## src/hw/rtl/tgc_pkg.sv

```systemverilog
`default_nettype none
package tgc_pkg;

  localparam int FeatureCount = 8;
  localparam int FractionBits = 16;
  localparam int SigDepth = 256;
  localparam int Slots = 8;
  localparam int ProdShift = 2 * FractionBits;
  localparam int IdxShift = FractionBits + 3 - $clog2(SigDepth);
  localparam int IdxW = $clog2(SigDepth);

  localparam logic [46:0] AccMax = {47{1'b1}};
  localparam logic signed [47:0] FloorReset = -48'sd15090221;

  localparam logic [1:0] RegReady = 2'd0;
  localparam logic [1:0] RegBiasNoise = 2'd1;
  localparam logic [1:0] RegBiasSignal = 2'd2;
  localparam logic [1:0] RegLogFloor = 2'd3;

  localparam logic CmdLoad = 1'b0;
  localparam logic CmdClassify = 1'b1;

  typedef logic [FeatureCount-1:0][31:0] word_vec_t;
  typedef logic [FeatureCount-1:0][39:0] ivar_vec_t;
  typedef logic [15:0] sig_tab_t [SigDepth];

  typedef struct packed {
    logic ready;
    logic signed [47:0] bias_noise;
    logic signed [47:0] bias_signal;
    logic signed [47:0] log_floor;
  } cfg_t;

  function automatic logic [46:0] sat_add(input logic [46:0] a, input logic [46:0] b);
    logic [47:0] s;
    s = {1'b0, a} + {1'b0, b};
    return s[47] ? AccMax : s[46:0];
  endfunction

  // restoring long division, only used while building the constant table
  function automatic logic [63:0] div_const(input logic [63:0] num, input logic [63:0] den);
    logic [63:0] q;
    logic [64:0] rem;
    q = '0;
    rem = '0;
    for (int b = 63; b >= 0; b--) begin
      rem = {rem[63:0], num[b]};
      if (rem >= {1'b0, den}) begin
        rem = rem - {1'b0, den};
        q[b] = 1'b1;
      end
    end
    return q;
  endfunction

  function automatic sig_tab_t build_sig();
    sig_tab_t tab;
    logic [63:0] h;
    logic [63:0] term;
    logic [63:0] r;
    logic [63:0] e;
    logic [63:0] v;
    logic [127:0] p;
    logic signed [64:0] sum;
    h = div_const(64'd1 << 35, 64'(SigDepth));
    term = 64'd1 << 32;
    sum = 65'sd1 <<< 32;
    for (int n = 1; n <= 10; n++) begin
      p = 128'(term) * 128'(h);
      term = div_const(p[95:32], 64'(n));
      if ((n & 1) == 1) sum = sum - $signed({1'b0, term});
      else sum = sum + $signed({1'b0, term});
    end
    r = sum[63:0];
    e = 64'd1 << 32;
    for (int i = 0; i < SigDepth; i++) begin
      v = div_const(64'd1 << 48, (64'd1 << 32) + e);
      tab[i] = (v > 64'd65535) ? 16'hFFFF : v[15:0];
      p = 128'(e) * 128'(r);
      e = p[95:32];
    end
    return tab;
  endfunction

endpackage
`default_nettype wire

```

## src/hw/rtl/tgc_cfg.sv

```systemverilog
`default_nettype none
module tgc_cfg import tgc_pkg::*; (
  input  wire logic        clk,
  input  wire logic        rst_n,
  input  wire logic        psel,
  input  wire logic        penable,
  input  wire logic        pwrite,
  input  wire logic [4:0]  paddr,
  input  wire logic [63:0] pwdata,
  output logic [63:0]      prdata,
  output logic             pready,
  output cfg_t             cfg
);

  cfg_t cfg_r;
  logic [1:0] idx;
  logic wr;

  assign idx = paddr[4:3];
  assign wr = psel && penable && pwrite;
  assign pready = 1'b1;
  assign cfg = cfg_r;

  always_ff @(posedge clk) begin
    if (!rst_n) begin
      cfg_r.ready <= 1'b0;
      cfg_r.bias_noise <= '0;
      cfg_r.bias_signal <= '0;
      cfg_r.log_floor <= FloorReset;
    end else if (wr) begin
      unique case (idx)
        RegReady:      cfg_r.ready <= pwdata[0];
        RegBiasNoise:  cfg_r.bias_noise <= pwdata[47:0];
        RegBiasSignal: cfg_r.bias_signal <= pwdata[47:0];
        RegLogFloor:   cfg_r.log_floor <= pwdata[47:0];
        default:       cfg_r.ready <= cfg_r.ready;
      endcase
    end
  end

  always_comb begin
    unique case (idx)
      RegReady:      prdata = {63'd0, cfg_r.ready};
      RegBiasNoise:  prdata = {{16{cfg_r.bias_noise[47]}}, cfg_r.bias_noise};
      RegBiasSignal: prdata = {{16{cfg_r.bias_signal[47]}}, cfg_r.bias_signal};
      RegLogFloor:   prdata = {{16{cfg_r.log_floor[47]}}, cfg_r.log_floor};
      default:       prdata = '0;
    endcase
  end

endmodule
`default_nettype wire

```

## config.mk

```make
export PLATFORM = sky130hd
export DESIGN_NAME = tgc_cfg
export DESIGN_NICKNAME = d
export VERILOG_FILES = /design/src/hw/rtl/tgc_pkg.sv /design/src/hw/rtl/tgc_cfg.sv
export SDC_FILE = /design/constraint.sdc
export NUM_CORES = 1
export LEC_CHECK = 0
export ABC_CLOCK_PERIOD_IN_PS = 2100
export BUFFER_PORTS_ARGS = -buffer_cell sky130_fd_sc_hd__buf_4
export CAP_MARGIN = 25
export CORE_MARGIN = 1
export CORE_UTILIZATION = 35
export CTS_CLUSTER_SIZE = 30
export DETAILED_ROUTE_END_ITERATION = 6
export SKIP_LAST_GASP = 1
export SYNTH_ARGS = -nofsm -noshare
export SYNTH_HDL_FRONTEND = slang
export SYNTH_SLANG_ARGS = --single-unit
```

## constraint.sdc

```tcl
create_clock -name clk -period 2.1 [get_ports clk]
set_input_delay 0.315 -clock clk [delete_from_list [all_inputs] [get_ports clk]]
set_output_delay 0.315 -clock clk [all_outputs]
set_load 0.005 [all_outputs]
```

==> results.sh <==
export IMPL_cap_violations=0
export IMPL_largest_register_ffs=145
export IMPL_slowest_stage="a22o_1"
export IMPL_crit_arrival_ns=1.61
export IMPL_finalMaxSlewViolations=0
export IMPL_cts_repair_resize_count=0
export IMPL_post_synth_edffs=0
export IMPL_tritoncts_num_sinks=145
export IMPL_worstSetupEndpointType="output port"
export IMPL_tritoncts="done"
export IMPL_worstReg2RegEnd="cfg[19]"
export IMPL_core_rowCount=50
export IMPL_finish_net_count=1004
export IMPL_cpLargestDelayFamily="compound AO/OA/AOI/OAI gates"
export IMPL_reg2reg_from="cfg[19]"
export IMPL_hold_viol=0
export IMPL_power_after_layout_w=0.006492
export IMPL_synth_cells=708
export IMPL_layout_commonest_cell="buf_4"
export IMPL_finalClockSkew_ns=0
export IMPL_combinationalPowerShare_pct=10.7
export IMPL_synth_warning_count=0
export IMPL_fp_dieArea_sq_um=19740
export IMPL_layout_cells_most_common_list="buf_4, nand2_1, dfxtp_1"
export IMPL_gr_max_usage_layer="met2"
export IMPL_design_area_sq_um=9363
export IMPL_setup_tns_ns=0
export IMPL_p_leak_nw=4.069
export IMPL_post_dp_cell_area_sq_um=8783
export IMPL_dominant_combinational_cell_family_by_area_after_synthesis="multiplexers"
export IMPL_min_from="pwdata[20]"
export IMPL_reg2regPathDepth=2
export IMPL_cp_slowest_stage_delay_ns=0.45
export IMPL_pre_cts_ws_ns=0.1546
export IMPL_synth_compound_area_share_pct=13.92
export IMPL_antenna_cell_count=0
export IMPL_num_io_pins=284
export IMPL_avgSynthCellArea_sq_um=9.485
export IMPL_postRouteAntennaNets=0
export IMPL_vias_per_cell=4.963
export IMPL_num_fill_cells=1829
export IMPL_min_period_over_period_pct=91.81
export IMPL_avgRoutedWirePerCell_um=16.50
export IMPL_hold_depth=3
export IMPL_rrSetupSlack_ns=1.38
export IMPL_cts_root_buffer="clkbuf_16"
export IMPL_share_seq_of_total_power_pct=43.6
export IMPL_whs_endpoint="cfg[116]"
export IMPL_die_width_um=140.5
export IMPL_ys_types=22
export IMPL_syn_num_nets=782
export IMPL_cts_max_path_buffers=2
export IMPL_cp_cell_sequence="mux2_2 > a22o_1 > buf_4"
export IMPL_synthToLayoutAreaGrowth_pct=39.43
export IMPL_outcome="complete, no violations"
export IMPL_tritoncts_num_buffers=17
export IMPL_postCtsHoldBufs=0
export IMPL_period_minus_slack_ns=1.928
export IMPL_worst_setup_sp_type="flop"
export IMPL_finalWirelength_mm=19.42
export IMPL_worst_pin_slew_ns=0.5248
export IMPL_asyncSetResetFlopFracSynth_pct=0
export IMPL_initial_antenna_violation_count=0
export IMPL_grt_first_pass_wirelength_mm=29.97
export IMPL_core_area_sq_um=18770
export IMPL_synth_sequential_area_ratio_pct=43.23
export IMPL_first_global_vias=5378
export IMPL_clk_insertion_delay_late_ns=0.42
export IMPL_timing_slew_headroom_pct=65.01
export IMPL_share_clk_of_total_power_pct=45.7
export IMPL_postLayoutSetupSlackWorst_ns=0.1721
export IMPL_finalWeightedCongestion=0.7588
export IMPL_synth_mux_area_share_pct=24.17
export IMPL_power_switching_fraction_pct=25.04
export IMPL_worst_endpoint_required_ns=1.78
export IMPL_detail_route_first_pass_iterations=5
export IMPL_type_of_the_setup_path_with_the_least_slack="flop to output port"
export IMPL_use_met2_pct=31.55
export IMPL_via_count=5841
export IMPL_grt_use_total_pct=19.42
export IMPL_finalSetupViolations=0
export IMPL_power_density_nw_per_um2=693.4
export IMPL_number_of_buffers_and_inverters_on_the_critical_path=1
export IMPL_vdd_ir_drop_max_uv=521.2
export IMPL_net_switching_power_w=0.001626
export IMPL_global_route_usage_met1_pct=25.11
export IMPL_cts_clk_slew_worst_paths_ns=0.06
export IMPL_simple_gate_portion_of_the_synthesized_area_pct=9.707
export IMPL_yosys_register_bits=145
export IMPL_numPortBuffers=263
export IMPL_layout_cell_share_with_drive_strength_beyond_1_pct=39.34
export IMPL_unrepaired_setup_endpoints_after_global_routing="false"
export IMPL_synth_xor_xnor_area_share_pct=0
export IMPL_adder_cell_fraction_of_synth_area_pct=0
export IMPL_drt_first_iter_violations=197
export IMPL_detailed_place_hpwl_mm=13.56
export IMPL_cts_max_level=4
export IMPL_vertical_die_dimension_um=140.5
export IMPL_syn_cell_area_sq_um=6715
export IMPL_pin_count_of_the_biggest_net_entering_global_routing=49
export IMPL_cts_post_setup_buffers_inserted=0
export IMPL_global_route_usage_met3_pct=5.265
export IMPL_critical_path_peak_fanout=17
export IMPL_intPower_w=0.004866
export IMPL_maxClockFrequency_mhz=518.7
export IMPL_hold_path_class="primary input to flop"
export IMPL_postSynth_topFlopCell="dfxtp_1"
export IMPL_drcViolationCount=0
export IMPL_global_route_overflow_total=0
export IMPL_floorplan_initialDensity_pct=35.78
==> worst min-delay path, cell delays in order <==
cell and delay, ns:
buf_4 0.11, nand2_1 0.07, mux2i_1 0.06
==> cell usage after synthesis (2+ instances only) <==
cell type	count	area (sq um)
clkbuf_1	36	135.1
buf_1	4	15.01
dfxtp_1	145	2903
inv_1	39	146.4
a22o_1	47	411.6
buf_2	14	70.07
o311ai_0	36	315.3
o311ai_1	2	17.52
o21ai_0	38	190.2
nand2_1	156	585.6
nor2_1	2	7.510
buf_4	22	165.2
mux2_2	47	529.3
buf_6	6	67.56
mux2i_1	107	1071
==> final cells by class <==
class / instances / area, sq um / share of cell area [%]
clock buffers: 19 / 452.9 / 4.838
multi-input cells: 442 / 3223 / 34.42
well taps: 234 / 292.8 / 3.127
inverters: 39 / 146.4 / 1.564
clock inverters: 13 / 126.4 / 1.350
flip-flops and latches: 145 / 2903 / 31.00
repair buffers: 285 / 2218 / 23.69
==> routing by layer <==
layer | vias to the layer above | wire, um
met5 | - | 0
met4 | 0 | 178
met3 | 15 | 1249
met2 | 172 | 8976
met1 | 2746 | 9018
li1 | 2908 | -
==> kinds of logic after synthesis <==
family / count (synthesis)
and+or+nand+nor: 163
muxes: 155
DFF: 145
AOI/OAI and AO/OA: 123
buffers and inverters: 121
other: 1
==> worst max-delay path by stage <==
stage	from	to	slack [ns]	depth (start not counted)
2_1_floorplan	paddr[3]	prdata[48]	0.32	5
3_3_place_gp	paddr[3]	cfg[124]	0.21	6
3_5_place_dp	paddr[3]	cfg[125]	0.15	6
4_1_cts	cfg[47]	prdata[53]	0.14	3
5_1_grt	cfg[47]	prdata[54]	0.06	3
6_report	cfg[47]	prdata[52]	0.17	3
==> power groups by stage <==
stage | clock [W] | combinational (W) | sequential, W
2_1_floorplan | 0 | 0.000375 | 0.00288
6_report | 0.00297 | 0.000693 | 0.00283
3_5_place_dp | 0 | 0.000700 | 0.00289
4_1_cts | 0.00304 | 0.000702 | 0.00283
5_1_grt | 0.00317 | 0.000757 | 0.00283
3_3_place_gp | 0 | 0.000695 | 0.00289
==> metrics by stage <==
step / std cells / hold slack (ns) / util [%]
floorplan: 708 / 0.4607 / -
global placement: 1145 / 0.4589 / 46.80
detailed placement: 1145 / 0.4600 / 46.80
CTS: 1177 / 0.1620 / 49.89
global route: 1177 / 0.1702 / 49.89
finish: 1177 / 0.1779 / 49.89
Power figures use the tool's default switching activity.
