File: config.mk
export PLATFORM = sky130hd
export DESIGN_NAME = tgc_decide
export DESIGN_NICKNAME = d
export VERILOG_FILES = /design/src/hw/rtl/tgc_pkg.sv /design/src/hw/rtl/tgc_decide.sv
export SDC_FILE = /design/constraint.sdc
export NUM_CORES = 1
export LEC_CHECK = 0
export BUFFER_PORTS_ARGS = -buffer_cell sky130_fd_sc_hd__clkbuf_2
export CORE_MARGIN = 10
export CORE_UTILIZATION = 35
export CTS_CLUSTER_SIZE = 16
export DETAILED_ROUTE_END_ITERATION = 7
export RECOVER_POWER = 25
export SYNTH_ARGS = -nofsm -noshare
export SYNTH_HDL_FRONTEND = slang
export SYNTH_SLANG_ARGS = --single-unit
File: constraint.sdc
create_clock -name clk -period 8.1 [get_ports clk]
set_input_delay 0.81 -clock clk [delete_from_list [all_inputs] [get_ports clk]]
set_output_delay 0.81 -clock clk [all_outputs]
set_load 0.1 [all_outputs]
File: src/hw/rtl/tgc_pkg.sv
`default_nettype none
package tgc_pkg;

  localparam int FeatureCount = 8;
  localparam int FractionBits = 16;
  localparam int SigDepth = 256;
  localparam int Slots = 8;
  localparam int ProdShift = 2 * FractionBits;
  localparam int IdxShift = FractionBits + 3 - $clog2(SigDepth);
  localparam int IdxW = $clog2(SigDepth);

  localparam logic [46:0] AccMax = {47{1'b1}};
  localparam logic signed [47:0] FloorReset = -48'sd15090221;

  localparam logic [1:0] RegReady = 2'd0;
  localparam logic [1:0] RegBiasNoise = 2'd1;
  localparam logic [1:0] RegBiasSignal = 2'd2;
  localparam logic [1:0] RegLogFloor = 2'd3;

  localparam logic CmdLoad = 1'b0;
  localparam logic CmdClassify = 1'b1;

  typedef logic [FeatureCount-1:0][31:0] word_vec_t;
  typedef logic [FeatureCount-1:0][39:0] ivar_vec_t;
  typedef logic [15:0] sig_tab_t [SigDepth];

  typedef struct packed {
    logic ready;
    logic signed [47:0] bias_noise;
    logic signed [47:0] bias_signal;
    logic signed [47:0] log_floor;
  } cfg_t;

  function automatic logic [46:0] sat_add(input logic [46:0] a, input logic [46:0] b);
    logic [47:0] s;
    s = {1'b0, a} + {1'b0, b};
    return s[47] ? AccMax : s[46:0];
  endfunction

  // restoring long division, only used while building the constant table
  function automatic logic [63:0] div_const(input logic [63:0] num, input logic [63:0] den);
    logic [63:0] q;
    logic [64:0] rem;
    q = '0;
    rem = '0;
    for (int b = 63; b >= 0; b--) begin
      rem = {rem[63:0], num[b]};
      if (rem >= {1'b0, den}) begin
        rem = rem - {1'b0, den};
        q[b] = 1'b1;
      end
    end
    return q;
  endfunction

  function automatic sig_tab_t build_sig();
    sig_tab_t tab;
    logic [63:0] h;
    logic [63:0] term;
    logic [63:0] r;
    logic [63:0] e;
    logic [63:0] v;
    logic [127:0] p;
    logic signed [64:0] sum;
    h = div_const(64'd1 << 35, 64'(SigDepth));
    term = 64'd1 << 32;
    sum = 65'sd1 <<< 32;
    for (int n = 1; n <= 10; n++) begin
      p = 128'(term) * 128'(h);
      term = div_const(p[95:32], 64'(n));
      if ((n & 1) == 1) sum = sum - $signed({1'b0, term});
      else sum = sum + $signed({1'b0, term});
    end
    r = sum[63:0];
    e = 64'd1 << 32;
    for (int i = 0; i < SigDepth; i++) begin
      v = div_const(64'd1 << 48, (64'd1 << 32) + e);
      tab[i] = (v > 64'd65535) ? 16'hFFFF : v[15:0];
      p = 128'(e) * 128'(r);
      e = p[95:32];
    end
    return tab;
  endfunction

endpackage
`default_nettype wire

File: src/hw/rtl/tgc_decide.sv
`default_nettype none
module tgc_decide import tgc_pkg::*; (
  input  wire logic        clk,
  input  wire logic        en,
  input  wire cfg_t        cfg,
  input  wire logic [46:0] acc_noise,
  input  wire logic [46:0] acc_signal,
  output logic             decision,
  output logic [15:0]      likelihood,
  output logic             degenerate
);

  localparam sig_tab_t SigTab = build_sig();

  logic signed [47:0] sn_r, ss_r;
  logic cls_r;
  logic [15:0] lik_r;
  logic deg_r;

  logic signed [48:0] sn_w, ss_w;
  logic [48:0] gap;
  logic win;
  logic [IdxW-1:0] idx;
  logic over;

  always_comb begin
    sn_w = 49'(cfg.bias_noise) - 49'({1'b0, acc_noise[46:1]});
    ss_w = 49'(cfg.bias_signal) - 49'({1'b0, acc_signal[46:1]});
    win = ss_r > sn_r;
    gap = win ? 49'(49'(ss_r) - 49'(sn_r)) : 49'(49'(sn_r) - 49'(ss_r));
    idx = gap[IdxShift +: IdxW];
    over = (gap >> (IdxShift + IdxW)) != 49'd0;
  end

  always_ff @(posedge clk) begin
    if (en) begin
      sn_r <= (sn_w < -49'sh800000000000) ? 48'sh800000000000 : sn_w[47:0];
      ss_r <= (ss_w < -49'sh800000000000) ? 48'sh800000000000 : ss_w[47:0];
      if (!cfg.ready) begin
        cls_r <= 1'b0;
        lik_r <= '0;
        deg_r <= 1'b0;
      end else if (sn_r < cfg.log_floor && ss_r < cfg.log_floor) begin
        cls_r <= 1'b0;
        lik_r <= '0;
        deg_r <= 1'b1;
      end else begin
        cls_r <= win;
        lik_r <= over ? 16'hFFFF : SigTab[idx];
        deg_r <= 1'b0;
      end
    end
  end

  assign decision = cls_r;
  assign likelihood = lik_r;
  assign degenerate = deg_r;

endmodule
`default_nettype wire
==> run_results.csv, run 1 <==
group,metric,value,unit
layout,fin_nets,3448,
pwr,powerDensity,348.7,nW/um^2
sta,relSlewSlack,-93.41,%
drt,vias,21560,
synthesis,netlist_area,20430,sq um
layout,seqCellArea,3423,sq um
global_routing,grt_pass1_wl,117000,um
sta,fmax,0.1513,GHz
die,die_h,261.6,um
layout,n_fill_cell,6128,
min_path,hold_path.class,"input pin to flop",
global_routing,antenna_found_initial,1,
clocking,cts_sinks,114,
layout,layout-drive-gt1-share,13.10,%
drt,post-route-drc-count,0,
layout,final_area,22990,sq um
clocking,cts_buffers,17,
synthesis,yosys_warnings,0,
layout,layout_common_cells,"301 x ha_1, 284 x inv_1, 273 x a21oi_1",
layout,final_common_cell,"ha_1",
drt,drt.antenna.violating_nets,0,
die,die_w,261.6,um
pwr,vdd_drop_max,398.5,uV
die,initial_core_util,35.35,%
clocking,cts_tree,"yes",
outcome,violations,"max-capacitance violations, max-slew violations",
drt,via_per_inst,5.856,
place,dpl_cell_area,22390,sq um
global_routing,grt_pass1_vias,20885,
place,place.gp.congestion,1.010,
clocking,clkSlewWorstSetupHoldPaths,0.06,ns
job,maxCapViolations,1,
synthesis,avgSynthCellArea,7.493,sq um
outcome,status,"finished with violations",
critical_path,crit_required,8.29,ns
die,ios,259,
critical_path,critPathMaxFanout,17,
clocking,clk_latency,0.50,ns
critical_path,critPathKind,"flop to flop",
clocking,root_buffer,"clkbuf_16",
layout,multiInputGateArea,15380,sq um
sta,setup_viol,0,
global_routing,track_usage,21.59,%
clocking,clock_path_buffers,2,
synthesis,syn_inst,2727,
pwr,p_leak,0.01068,uW
sta,finalCriticalPeriod,6.610,ns
clocking,cts_setup_buffers,0,
sta,slew_violations,48,
sta,finalClockSkew,0.03079,ns
clocking,cts_resized,0,
die,die_area,68450,sq um
synthesis,ys.flop_type,"edfxtp_1",
synthesis,ys_seq_elements,114,
clocking,postCtsHoldBufs,0,
sta,fin_crit_sh,81.60,%
place,io_buffers,256,
synthesis,synth-edff-count,114,
synthesis,syn_nets,3271,
critical_path,crit_path_start_kind,"flop",
global_routing,grt_max_degree,80,
place,dpl.hpwl,59830,um
synthesis,seq_area_frac_synth,16.75,%
drt,drt_iter0_markers,2301,
critical_path,end_kind,"flop",
drt,post_drt_wl_per_cell,20.73,um
drt,totalWireLength,76320,um
drt,first_pass_iters,8,
clocking,h-tree-depth,4,
sta,rsz0062_at_grt,"false",
critical_path,cp.arrival,6.80,ns
sta,final-hold-violation-count,0,
global_routing,overflow,0,
die,core_area,57810,sq um
sta,worstMarginPinSlew,2.901,ns
synthesis,synth_cell_types,103,
layout,synthToLayoutAreaGrowth,12.52,%
sta,tns,0,ns
die,core.rowCount,88,
synthesis,synthArstFlopShare,0,%
## routing by layer
metal  track usage, %  wire [um]  vias to the layer above
met1            27.81      32650                     9908
met5                0         20                        -
met3            5.094       6369                      227
met4            9.038       3189                        2
met2            34.11      34100                      986
li1                 -          -                    10437
## critical path, cell delays in order, from the launching register on
cell	delay (ns)
edfxtp_1	0.44
ha_1	0.72
nand2_1	0.10
o21ai_1	0.41
o211ai_1	0.23
a31oi_2	0.35
a2111o_1	0.32
o211ai_1	0.11
and2_1	0.43
inv_1	0.41
ha_1	0.52
inv_1	0.19
a21oi_1	0.77
o21ai_0	0.16
o311ai_1	0.28
nor4_1	0.09
o31ai_1	0.57
a41oi_1	0.20
## power breakdown
| group | internal [uW] | switching (uW) | total (uW) |
|---|---|---|---|
| Sequential | 781 | 87.3 | 868 |
| Combinational | 1990 | 4320 | 6310 |
| Clock | 539 | 299 | 838 |
| Total | 3310 | 4710 | 8020 |
## cell usage after synthesis, drive strengths merged (55+ instances only)
cell type  count  share of area [%]
ha           301                 18
inv          287                5.3
a21oi        276                6.8
nor2         231                4.3
o21ai        194                4.8
nand2        176                3.3
edfxtp       114                 17
a21o         112                4.1
buf           87                2.3
nor3          75                2.0
nand3         67                1.6
xnor2         56                2.4
nand4         55                1.8
## logic make-up (layout without fill, tap and decap cells)
logic type,after synthesis,count (layout),share of synthesized area (%)
other cells,0,1,0
simple gates,782,782,18.76
compound gates,987,987,31.99
flops,114,114,16.75
buf+inv,420,609,8.469
xor+xnor,99,99,4.280
fa+ha+maj,304,304,18.68
mux,21,21,1.072
## sequential cells by signal, summed over array words and instances (netlist names)
register    flops
sn_r           48
decision        1
degenerate      1
ss_r           48
likelihood     16
## layout make-up
class	instances	area share, %
well taps	765	4.163
diodes	1	0.01088
repair buffers	291	6.628
clock buffers	20	1.899
inverters	287	4.691
flip-flops and latches	114	14.89
multi-input cells	2193	66.91
clock inverters	11	0.8108
## stage by stage
stage | util (%) | worst slack [ns] | std cells | power (uW) | hold WS [ns]
5_1_grt | 39.77 | 1.332 | 3681 | 8456 | 0.6720
2_1_floorplan | - | 3.026 | 2727 | 5039 | 0.8963
6_report | 39.77 | 1.490 | 3682 | 8017 | 0.6594
4_1_cts | 39.81 | 1.851 | 3681 | 7739 | 0.6231
3_3_place_gp | 38.73 | 1.754 | 3650 | 6931 | 1.143
3_5_place_dp | 38.73 | 1.737 | 3650 | 6854 | 1.139
## worst paths after layout
check	cells after the start	from	slack [ns]	to
worst min register to register	4	ss_r[27]	1.17	degenerate
worst max register to register	17	ss_r[16]	1.49	likelihood[3]
worst max-delay path	17	ss_r[16]	1.49	likelihood[3]
worst min-delay path	2	cfg[143]	0.66	sn_r[47]
Power figures use the tool's default switching activity.
==> run 2, diff against run 1 <==
- clock period: 8.1 -> 5.7 ns (I/O delays scaled with it)
==> run 2 against run 1 <==
The run still ends with max-capacitance violations, max-slew violations left. Fmax is 22% higher. Flip-flop and latch count unchanged. Wire length grew 4.1%. Clock power rose by 19%. Via count rose by 1.6%. Count of clock-buffer cells in the layout shrank 3. Combinational power increased by 62%. Non-clock buffer count grew 137. Die area is the same. Utilization is 1.8 points higher.
==> run_results.csv, run 2 (same netlist as run 1, synthesis figures left out) <==
group,metric,value,unit
sta,final-hold-violation-count,0,
critical_path,critPathMaxFanout,58,
global_routing,overflow,0,
global_routing,track_usage,22.64,%
sta,setup_viol,0,
critical_path,endpoint,"likelihood[10]",
clocking,postCtsHoldBufs,0,
sta,finalClockSkew,0.01744,ns
job,maxCapViolations,1,
drt,totalWireLength,79420,um
critical_path,reg2regPathDepth,19,
layout,layout-drive-gt1-share,17.16,%
global_routing,grt_pass1_wl,121800,um
sta,relSlewSlack,-114.1,%
outcome,violations,"max-capacitance violations, max-slew violations",
pwr,powerDensity,515.4,nW/um^2
layout,synthToLayoutAreaGrowth,17.66,%
critical_path,r2r_end,"likelihood[10]",
layout,final_common_cell,"ha_1",
clocking,clk_latency,0.49,ns
min_path,hold_path.class,"input pin to flop",
critical_path,end_kind,"flop",
sta,timing.final.ws_setup,0.2851,ns
global_routing,grt_pass1_vias,21360,
clocking,cts_buffers,17,
layout,diodes,0,
drt,via_per_inst,5.738,
critical_path,rrSetupSlack,0.29,ns
clocking,clock_path_buffers,2,
drt,post-route-drc-count,0,
sta,fmax,0.1847,GHz
drt,vias,21915,
die,die_area,68450,sq um
place,dpl.hpwl,64620,um
die,initial_core_util,35.35,%
critical_path,crit_path_start_kind,"flop",
place,dp_slack,0.3841,ns
place,place.gp.congestion,0.9973,
outcome,status,"finished with violations",
drt,post_drt_wl_per_cell,20.79,um
pwr,total_power,12390,uW
sta,fin_crit_sh,95.00,%
clocking,root_buffer,"clkbuf_16",
critical_path,worstSetupStartpoint,"sn_r[39]",
layout,layout_common_cells,"301 x ha_1, 284 x inv_1, 273 x a21oi_1",
layout,final_area,24040,sq um
clocking,h-tree-depth,4,
pwr,vdd_drop_max,465.1,uV
global_routing,antenna_found_initial,0,
pwr,p_leak,0.01134,uW
clocking,cts_tree,"yes",
clocking,cts_sinks,114,
drt,drt_iter0_markers,1814,
layout,fin_nets,3585,
place,io_buffers,256,
sta,rsz0062_at_grt,"false",
drt,drt.antenna.violating_nets,0,
critical_path,crit_required,5.91,ns
die,ios,259,
drt,first_pass_iters,6,
die,core.rowCount,88,
sta,tns,0,ns
die,die_w,261.6,um
sta,worstMarginPinSlew,3.211,ns
global_routing,grt_max_degree,66,
critical_path,cp.arrival,5.63,ns
sta,slew_violations,51,
critical_path,r2r-start,"sn_r[39]",
die,core_area,57810,sq um
sta,finalCriticalPeriod,5.415,ns
critical_path,critPathKind,"flop to flop",
die,die_h,261.6,um
clocking,clkSlewWorstSetupHoldPaths,0.06,ns
place,dpl_cell_area,23520,sq um
## run 2: changes by cell type in the layout (fill, tap and decap cells not counted), moves of 3 or more
cell / previous run / this run
inv_6: 0 / 3
bufinv_16: 5 / 0
clkinvlp_4: 1 / 4
clkbuf_1: 19 / 13
clkbuf_2: 240 / 243
buf_4: 35 / 161
buf_12: 0 / 11
## run 2: final cells by class
cell class | count | area [sq um]
clock buffers | 17 | 425.4
clock inverters | 15 | 108.9
fillers | 6046 | 33760
inverters | 287 | 1077
multi-input cells | 2193 | 15360
flip-flops and latches | 114 | 3423
well taps | 765 | 957.2
repair buffers | 428 | 2694
## run 2: timing repair
item	4_1_cts	5_1_grt
gates resized for setup	0	2
buffers inserted	0	0
endpoints found under the setup margin	0	2
## run 2: worst min path at each step
stage | from | to | slack, ns | cells past startpoint
5_1_grt | cfg[143] | sn_r[47] | 0.39 | 2
3_5_place_dp | cfg[143] | sn_r[47] | 0.89 | 2
6_report | cfg[143] | sn_r[47] | 0.41 | 2
4_1_cts | cfg[143] | sn_r[47] | 0.37 | 2
2_1_floorplan | en | decision | 0.68 | 0
3_3_place_gp | cfg[143] | sn_r[47] | 0.88 | 2
## run 2: routing by layer
layer	up-vias	share of wire [%]	global-route usage, %
met3	191	7.2	4.317
met5	-	0	0
li1	10711	-	-
met1	10081	43	28.98
met2	932	46	36.75
met4	0	4.0	9.552
## run 2: worst max-delay path, cell delays in order (launching register included)
cell and delay, ns:
edfxtp_1 0.41, inv_1 0.06, ha_1 0.47, and4_4 0.31
nand4_1 0.22, or3_1 0.39, a311oi_1 0.24, nor3_1 0.14
buf_4 0.16, buf_4 0.16, o221a_2 0.29, nor3_4 0.19
buf_12 0.28, buf_4 0.40, mux2i_1 0.13, o221ai_1 0.31
a21oi_1 0.09, o41ai_1 0.55, buf_4 0.20, a31oi_1 0.07
## run 2: per-stage QoR
step / std cells / hold WS (ns) / utilization [%]
2_1_floorplan: 2727 / 0.6825 / -
3_3_place_gp: 3787 / 0.8830 / 40.69
3_5_place_dp: 3787 / 0.8892 / 40.69
4_1_cts: 3819 / 0.3691 / 41.61
5_1_grt: 3819 / 0.3889 / 41.59
6_report: 3819 / 0.4095 / 41.59
## run 2: power by group
part | leakage, uW | total [uW] | switching, uW | internal (uW)
sequential | 0.00111 | 1230 | 121 | 1110
combinational | 0.00998 | 10200 | 6520 | 3630
clock | 0.000251 | 1000 | 451 | 552
